### config.mk
export PLATFORM = sky130hd
export DESIGN_NAME = mqsr_out_stage
export DESIGN_NICKNAME = d
export VERILOG_FILES = /design/src/design/mqsr_pkg.sv /design/src/design/mqsr_out_stage.sv
export SDC_FILE = /design/constraint.sdc
export NUM_CORES = 1
export LEC_CHECK = 0
export BUFFER_PORTS_ARGS = -buffer_cell sky130_fd_sc_hd__buf_2
export CAP_MARGIN = 15
export CORE_UTILIZATION = 35
export CTS_BUF_LIST = sky130_fd_sc_hd__clkbuf_8
export DETAILED_ROUTE_END_ITERATION = 7
export GPL_ROUTABILITY_DRIVEN = 0
export PLACE_DENSITY = 0.69
export REMOVE_ABC_BUFFERS = 1
export SYNTH_ARGS = -nofsm -noshare
export SYNTH_HDL_FRONTEND = slang
export SYNTH_SLANG_ARGS = --single-unit
### constraint.sdc
create_clock -name clk -period 1 [get_ports clk]
set_clock_uncertainty 0.15 [all_clocks]
set_input_delay 0.1 -clock clk [delete_from_list [all_inputs] [get_ports clk]]
set_output_delay 0.1 -clock clk [all_outputs]
set_load 0.005 [all_outputs]
### src/design/mqsr_pkg.sv
// Shared types and codes for the mailbox queue with selective receive.
// Used by the controller, the output stage, the top level and the checker.
`default_nettype none

package mqsr_pkg;

	localparam int ID_W  = 32;
	localparam int LEN_W = 6;
	localparam int BYTE_W = 8;

	typedef enum logic [1:0] {
		OP_SEND_START = 2'd0,
		OP_SEND_BYTE  = 2'd1,
		OP_RECEIVE    = 2'd2,
		OP_NONE       = 2'd3
	} op_t;

	typedef enum logic [2:0] {
		STS_ACCEPT = 3'd0,
		STS_REJECT = 3'd1,
		STS_HEADER = 3'd2,
		STS_BYTE   = 3'd3,
		STS_NO_MSG = 3'd4
	} status_t;

	typedef enum logic [3:0] {
		ST_IDLE,
		ST_TAIL_SEEK,
		ST_RESP,
		ST_SCAN,
		ST_CHECK,
		ST_HDR,
		ST_BYTE_RD,
		ST_BYTE_OUT,
		ST_RELEASE,
		ST_HEAD_SEEK
	} state_t;

	typedef struct packed {
		logic [LEN_W-1:0] length;
		logic [ID_W-1:0]  receiver;
		logic [ID_W-1:0]  sender;
	} hdr_t;

	typedef struct packed {
		status_t           status;
		logic [ID_W-1:0]   sender;
		logic [ID_W-1:0]   receiver;
		logic [LEN_W-1:0]  length;
		logic [BYTE_W-1:0] data;
		logic              last;
	} result_t;

endpackage

`default_nettype wire

### src/design/mqsr_out_stage.sv
// Output register of the mailbox: holds one result beat until the sink takes it.
// Depends on mqsr_pkg for the result type.
`default_nettype none

module mqsr_out_stage
	import mqsr_pkg::*;
(
	input  wire logic    clk,
	input  wire logic    arst_n,
	input  wire logic    load,
	input  wire result_t res,
	output logic         free,
	output logic         valid,
	input  wire logic    ready,
	output result_t      res_q
);

	logic valid_q;

	assign free  = !valid_q || ready;
	assign valid = valid_q;

	always_ff @(posedge clk or negedge arst_n) begin
		if (!arst_n) begin
			valid_q <= 1'b0;
		end else if (load) begin
			valid_q <= 1'b1;
		end else if (ready) begin
			valid_q <= 1'b0;
		end
	end

	always_ff @(posedge clk) begin
		if (load) begin
			res_q <= res;
		end
	end

endmodule

`default_nettype wire

# Word-level counts from Yosys, hierarchy flattened
# Index checks and enable logic that the tools add are counted.
# op_classes
bitwise,0
reduce_logical,3
mux,2
n_addsub,0
n_shift,0
n_eq_ne,0
n_mul,0
div,0
order_cmp,0
# ops
cell,n
$mux 1,2
$reduce_bool 2->1,1
$logic_not 1->1,1
$logic_or 1x1->1,1
# word_totals
n_memories,0
elab_cells,12
rom_bits,0
input_bits,86
output_inout_bits,84
ff_bits,83
ramBits,0
latchBits,0

# Logic depth before layout (Yosys ltp)
# depth
word_depth,2
ltp_mapped,2
mapped_depth_nobuf,2

# Worst setup path after synthesis
# OpenSTA, ideal clock, no wires.
# synth_path
path_type,flip-flop to flip-flop
from,register valid (netlist name)
to,"register valid_q, in the netlist valid"
setup_time_ns,0.121
arrival_ns,0.525
path_buffers,0
t_required_ns,0.729
stages_incl_launch_ff,3
setup_slack_ns,0.203
period_less_slack_ns,0.797
path_cell_list,dfrtp_1 -> nand2b_4 -> nand2b_2
# synth_rtl
element,line_no,rtl
to (signal assigned),mqsr_out_stage.sv:25,valid_q <= 1'b0;
to (signal assigned),mqsr_out_stage.sv:27,valid_q <= 1'b1;
to (signal assigned),mqsr_out_stage.sv:29,valid_q <= 1'b0;
to (decl),mqsr_out_stage.sv:18,logic valid_q;

# Worst setup path after layout
# layout_path
from,"register valid_q, in the netlist valid"
to,output free
# layout_via
elab_chain_cells,2
# layout_lines
element,line_no,rtl
$logic_not 1->1,mqsr_out_stage.sv:20,assign free = !valid_q || ready;
$logic_or 1x1->1,mqsr_out_stage.sv:20,
to (decl),mqsr_out_stage.sv:12,"output logic free,"
# Every way passes these cells.

==> out/summary.md <==
Following the worst setup path forward leads to its endpoint at free. For the number of distinct library cells after synthesis, the log shows 4. The worst hold path belongs to the class in -> reg. The number of antenna violations at the first check in global routing was 0; the wire length on met2 was 3794 um. The first-pass iteration count of the detailed router is 4. The run gives 6869 um^2 as the floorplan core area. Nature of the critical path endpoint: a primary output. The average routed wire per standard cell is 16.05 um, and the maximum clock frequency is 838.4 MHz.

The clock buffer count from CTS was 9; the routed wire length on met3 was 618 um. The setup path with the least slack is of type reg -> out. For this design the static power due to leakage is 1.977 nW. The share of synthesized area occupied by flip-flops and latches is 99.10%, and the number of max-cap violations is 0.

The first-pass GRT wire length was 10730 um; the number of global-route vias before repair was 2076. The final routed DRC violation total was 0. The floorplan step defined a die boundary enclosing 7513 um^2. In the final layout, the share of cells above drive strength 1 is 53.20%. The detailed router put a total of 2617 um of wire on met1. The tools report the final number of hold-violating endpoints as 1. After layout, the minimum clock period comes to 1193 ps. The tools report the half-perimeter wire length after detailed placement as 3917 um. The clock net in this run drives a total of 83 sinks. The area growth from synthesis to layout is 82.50%. The number of top-level pins was 170; the number of buffers on the longest clock path was 2.

Yosys attributes the largest share of cell area to sky130_fd_sc_hd__edfxtp_1 (98%), sky130_fd_sc_hd__dfrtp_1 (1.0%), sky130_fd_sc_hd__nand2b_4 (0.55%). Max-slew violation count: 0. In this run the tool buffered the top-level ports with 169 buffer cells. Summing every instance area after synthesis gives 2510 um^2.

Setup repair after global routing could not meet its margin everywhere. Of all cell types, the one taking the most synthesized area is sky130_fd_sc_hd__edfxtp_1. The top routing layer in use is met4.

For this configuration, the core starts out at a cell density of 36.54%. STA classifies the critical path startpoint as a flop. In the global route stage, overall resource usage came out at 20.43%. The tools report the flop-to-flop setup slack as 90 ps. The number of violations reported at the end of detailed-routing iteration 0 came out at 90. The via density per instance works out to 4.248. In the final layout, the multi-input gates occupy 22.52 um^2. Traced cell by cell, the critical path runs through nand2b_4 -> buf_6.

Counting every instance in the synthesized netlist gives 85. Once detail routing completed, the nets flagged for antenna violations numbered 0. In this run the mean area of a mapped cell was 29.53 um^2. The tools report the fill cell total of the finished layout as 463.

The number of register bits inferred by synthesis is 83, and the aggregate global routing overflow is 0. For the pin with the worst max-slew slack, the measured transition is 193.0 ps. At the later pin of the worst-skew pair, clock insertion delay measures 350 ps. Cell depth of the worst flop-to-flop path: 3.

Horizontal die dimension: 86.68 um. In this run the worst path has a maximum fanout of 2. The logs give 87.14% for the remaining max-slew budget at the tightest pin and 1933 for the via count of the routed design. The yosys synthesis warning count is 0. Clock-pin slew was measured on the worst setup and hold paths at 90 ps. The final standard cell area without fillers is 4581 um^2. The flow ran to the end, but the final reports show violations. The repair_antennas step left the layout with diodes totalling 0. The checks that failed: hold timing, setup timing. In this run the critical register-to-register path is launched from valid. The floorplan step set the die height to 86.68 um. The share of the clock period used by the worst path came out at 119.3%. The post-route worst setup slack came out at -192.7 ps. For this design, the slowest cell found on the critical path is sky130_fd_sc_hd__dfrtp_1. The tools report the number of buffers inserted by hold repair at cts as 84.

IR analysis of the VDD net gives a maximum drop of 1225 uV. For the worst setup path, the data required time is 750 ps. The tree is rooted in a sky130_fd_sc_hd__clkbuf_8.

The endpoint identified for the worst register-to-register timing path is valid. TritonCTS built the clock tree. For this run, the slowest stage of the critical path takes 420 ps. After synthesis, the largest area contributor takes up 98.11% of total cell area. Total number of placement rows: 30.

The run gives -12.15 ps as the worst hold slack across all endpoints. Critical hold path startpoint: ready. Setup violations remaining at the end of the flow were counted as 84. The placed instances occupy a cell area of 3533 um^2. The H-tree was split into 3 levels.

At the worst endpoint, the arrival time is 940 ps. The most critical setup path has its startpoint at valid. In the final design database the tool counted 440 nets. The final wirelength was 7302 um; the worst slack after detailed placement was 53.57 ps. Entering global routing, the biggest net connects 37 pins. The power density relative to cell area came out at 1615 nW/um^2. The tools report the area taken by flip-flops and latches as 2487 um^2.
==> synthesized netlist by cell type (all sizes together) <==
master   n
dfrtp    1
edfxtp  82
nand2b   2
==> kinds of logic (layout without fill, tap and decap cells) <==
logic type / after synthesis / after routing / synth area share [%]
AND/OR/NAND/NOR: 2 / 2 / 0.8972
flip-flops: 83 / 83 / 99.10
buffers and inverters: 0 / 274 / 0
==> state kept, by name, summed over array words and instances, names as in the netlist <==
name / flops
res_q: 82
valid: 1
==> how the worst min path moves through the flow <==
stage | end | slack (ps) | cells after the start
after floorplan | valid | -350 | 0
after global placement | valid | -270 | 1
after detailed placement | valid | -270 | 1
after CTS | valid | -120 | 3
after global routing | valid | -10 | 4
final | valid | -10 | 4
==> stage by stage <==
stage	total power, mW	utilization [%]	cells	TNS [ps]
5_1_grt	7.696	66.68	455	-12060
3_5_place_dp	4.839	51.44	354	0
4_1_cts	7.399	66.58	454	-9500
2_1_floorplan	4.323	-	85	0
6_report	7.397	66.68	455	-8561
3_3_place_gp	4.820	51.44	354	0
==> layer usage <==
metal	up-vias	track usage, %
met5	-	0
met4	0	12.58
met3	24	7.905
met2	130	35.28
met1	899	20.85
li1	880	-
==> critical path: cells and delay by family, from the launching register on <==
kind                   cells  cell delay (ps)
DFF                        1              420
and+or+nand+nor            1               90
buffers and inverters      1               90
==> placed cells by master, fill, tap and decap left out, drive strengths merged <==
| master | synthesis | layout |
|---|---|---|
| inv | 0 | 2 |
| buf | 0 | 174 |
| clkinv | 0 | 3 |
| nand2b | 2 | 2 |
| clkbuf | 0 | 9 |
| dfrtp | 1 | 1 |
| bufinv | 0 | 1 |
| dlygate4sd3 | 0 | 84 |
| edfxtp | 82 | 82 |
| clkinvlp | 0 | 1 |
==> power by group <==
group	switching, mW	internal (mW)
combinational	0.331	0.531
sequential	0.0723	4.12
clock	1.19	1.15
==> final cells by class <==
class                      instances  share of cell area [%]
timing repair buffer             258                   38.38
multi-input combinational          2                  0.4917
tap                               96                   2.622
clock inverter                     7                   1.502
clock buffer                       9                   2.704
sequential                        83                   54.30
==> what timing repair did <==
| action | in CTS | in global routing |
|---|---|---|
| buffers inserted | 0 | 1 |
| resized for setup | 1 | 0 |
| endpoints found under the setup margin | 84 | 84 |
| hold endpoints to repair | 84 | 1 |
Power figures use the tool's default switching activity.
